==> config.mk <==
export PLATFORM = sky130hd
export DESIGN_NAME = camt_ram
export DESIGN_NICKNAME = d
export VERILOG_FILES = /design/src/design/camt_ram.sv
export SDC_FILE = /design/constraint.sdc
export NUM_CORES = 1
export LEC_CHECK = 0
export ABC_AREA = 1
export BUFFER_PORTS_ARGS = -buffer_cell sky130_fd_sc_hd__buf_2
export CAP_MARGIN = 20
export CORE_UTILIZATION = 55
export DETAILED_ROUTE_END_ITERATION = 12
export GPL_ROUTABILITY_DRIVEN = 0
export MAX_ROUTING_LAYER = met4
export PLACE_DENSITY = 0.74
export SLEW_MARGIN = 0
export SYNTH_ARGS = -nofsm -noshare
export SYNTH_HDL_FRONTEND = slang
export SYNTH_SLANG_ARGS = --single-unit
==> constraint.sdc <==
create_clock -name clk -period 2.6 [get_ports clk]
set_input_delay 0.52 -clock clk [delete_from_list [all_inputs] [get_ports clk]]
set_output_delay 0.52 -clock clk [all_outputs]
set_load 0.01 [all_outputs]
==> src/design/camt_ram.sv <==
module camt_ram #(
  parameter int Width = 8,
  parameter int Depth = 64
) (
  input  logic                                     clk,
  input  logic                                     we,
  input  logic [$clog2(Depth > 1 ? Depth : 2)-1:0] waddr,
  input  logic [Width-1:0]                         wdata,
  input  logic [$clog2(Depth > 1 ? Depth : 2)-1:0] raddr,
  output logic [Width-1:0]                         rdata
);

  logic [Width-1:0] mem [Depth];

  // One write port and one registered read port.
  always_ff @(posedge clk) begin
    if (we) begin
      mem[waddr] <= wdata;
    end
    rdata <= mem[raddr];
  end

endmodule

==> metrics.cfg <==
[outcome]
status = finished, final reports clean

[worst_setup_path]
critPathKind = in2reg
arrival_ns = 2.35
cp_max_fo = 61
crit_path_start_kind = input port
crit_required_ns = 3.12
endpoint_kind = flop
rrSetupSlack_ns = 1.21

[finish]
fin_nets = 1908
drive_gt1_frac = 0.111
fin_area_sq_um = 23900
diodes = 0
syn2layout_area_growth_pct = 12.1

[clock_network]
cts_setup_buffers = 0
h-tree-depth = 2
cts.sinks = 520
clk_path_buf_depth = 3
cts-root-buf = clkbuf_16
clk_pin_slew_ns = 0.06
cts_resized = 0
clkLatencyLatePin_ns = 0.59
cts_hold_buf = 0
cts_inserted_buffers = 51
cts_tree = done

[synth]
synth_compound_area_frac = 0
synth_nets = 1827
synth.distinct_cells = 16
ys_seq_area_frac = 0.728
ys_warn_count = 0
synth_top_area_frac = 0.720
syn_avg_cell_area_sq_um = 11.8
synth_top_family_by_area = simple AND/OR/NAND/NOR gates
synth_top_flop_cell = edfxtp_1
synthSimpleGateAreaFrac = 0.232
ys_top_cells_by_area = edfxtp_1 72%, nand2_1 11%, nand3_1 10%, buf_6 1.8%, nor2_1 0.99%
synth_common_cells = 648 x nand2_1, 512 x edfxtp_1, 439 x nand3_1
synth_edf_count = 512
synth_xor_area_frac = 0
synth-seq-cells = 520
synth_fa_ha_area_frac = 0
synth_area_sq_um = 21300
synth_most_common_cell = nand2_1
ys_async_sr_fraction = 0
synthCells = 1805
yosysTopAreaCell = edfxtp_1
muxShareOfSynthArea = 0

[timing]
report.final.slew_viol_count = 0
tns_ns = 0
maxSlewHeadroom = 0.587
tightest_slew_ns = 0.619
hold_ws_ns = 0.329
fin_skew_ns = 0.0128
rsz0062_at_grt = no
timing.final.crit_share = 0.702
post-route-min-period_ns = 1.83
finalSetupViolCount = 0
max_freq_ghz = 0.548
hold_viol_final = 0

[min_path]
holdCritPathClass = in2reg

[drt]
dr_total_vias = 14200
antenna_left = 0
wl_per_cell_microns = 21.4
routed_wl_mm = 52.1
drc = 0
drt-pass1-iter-count = 6
dr.first_iter.drc_count = 1866
vias_per_cell = 5.81

[pwr]
leakage_nw = 8.79
vdd_drop_max_uv = 598
powerDensity_nw_per_um2 = 717

[floorplan]
row_count = 71
die_area_sq_um = 39600
io_pins = 30
die_w_microns = 199
core_area_sq_um = 37900
die_height_microns = 199
start_util = 0.563

[grt]
grt_first_pass_wirelength_mm = 79.5
grt_antenna_before_repair = 0
grt_pass1_vias = 13700
grt_max_degree = 73
grt_usage = 0.280
grt.overflow.total = 0

[placement]
port_buffers = 29
post_dp_cell_area_sq_um = 22400
dp_hpwl_mm = 30.6

[job]
maxCapViolCount = 0

==> per-stage QoR <==
stage	worst slack (ns)	std cells	total power [mW]	utilization
finish	0.774	2437	17.1	0.630
global route	0.643	2437	17.6	0.630
CTS	0.818	2437	17.2	0.630
detailed placement	0.224	2344	10.6	0.591
global placement	0.227	2344	10.6	0.591
floorplan	0.314	1805	10.1	-
==> flip-flops by register name (all words and copies together), names as in the netlist <==
register / count
rdata: 8
mem: 512
==> cell usage in the layout, fill, tap and decap left out, drive strengths merged <==
cell    instances
edfxtp        512
nor2           56
clkbuf         62
nand3         439
nand2         648
clkinv         31
nand4           9
dfxtp           8
buf           141
inv            12
nor4            8
==> critical path: stages <==
cell,delay [ns]
buf_6,0.17
inv_6,0.35
buf_12,0.33
nand2_1,0.10
nand3_1,0.10
nand3_1,0.12
nand2_1,0.11
nand2_1,0.05
nand3_1,0.13
nand3_1,0.19
nand2_1,0.12
==> power breakdown <==
part / total (mW) / internal [mW] / switching, mW / leakage [nW]
Clock: 6.71 / 3.72 / 2.99 / 0.756
Sequential: 9.31 / 9.28 / 0.0312 / 4.67
Combinational: 1.12 / 0.307 / 0.817 / 3.36
Total: 17.1 / 13.3 / 3.84 / 8.79
==> final timing paths <==
kind	start	endpoint	cells past startpoint
worst min register to register	mem[39][3]$_DFFE_PP_	rdata[3]$_DFF_P_	8
worst max-delay path	raddr[0]	rdata[4]$_DFF_P_	11
worst min-delay path	raddr[5]	rdata[1]$_DFF_P_	3
worst max register to register	mem[9][5]$_DFFE_PP_	rdata[5]$_DFF_P_	8
==> layout make-up <==
cell class,count,area [sq um]
fill,2822,14000
sequential,520,15500
tap,511,639
clock inverter,31,140
clock buffer,62,1370
timing repair buffer,141,1230
multi-input combinational,1160,4950
inverter,12,52.6
==> cells by family after synthesis <==
logic type	Yosys count
DFF	520
buffers and inverters	125
and+or+nand+nor	1160
==> layer usage <==
layer / up-vias / part of all wire / global-route usage / routed length [microns]
met1: 6761 / 0.39 / 0.371 / 20200
li1: 6510 / - / - / -
met2: 768 / 0.48 / 0.444 / 25300
met5: - / 0 / - / 0
met3: 122 / 0.093 / 0.0419 / 4870
met4: 0 / 0.035 / 0.102 / 1810
No activity file was read; power rests on OpenSTA's default activity.
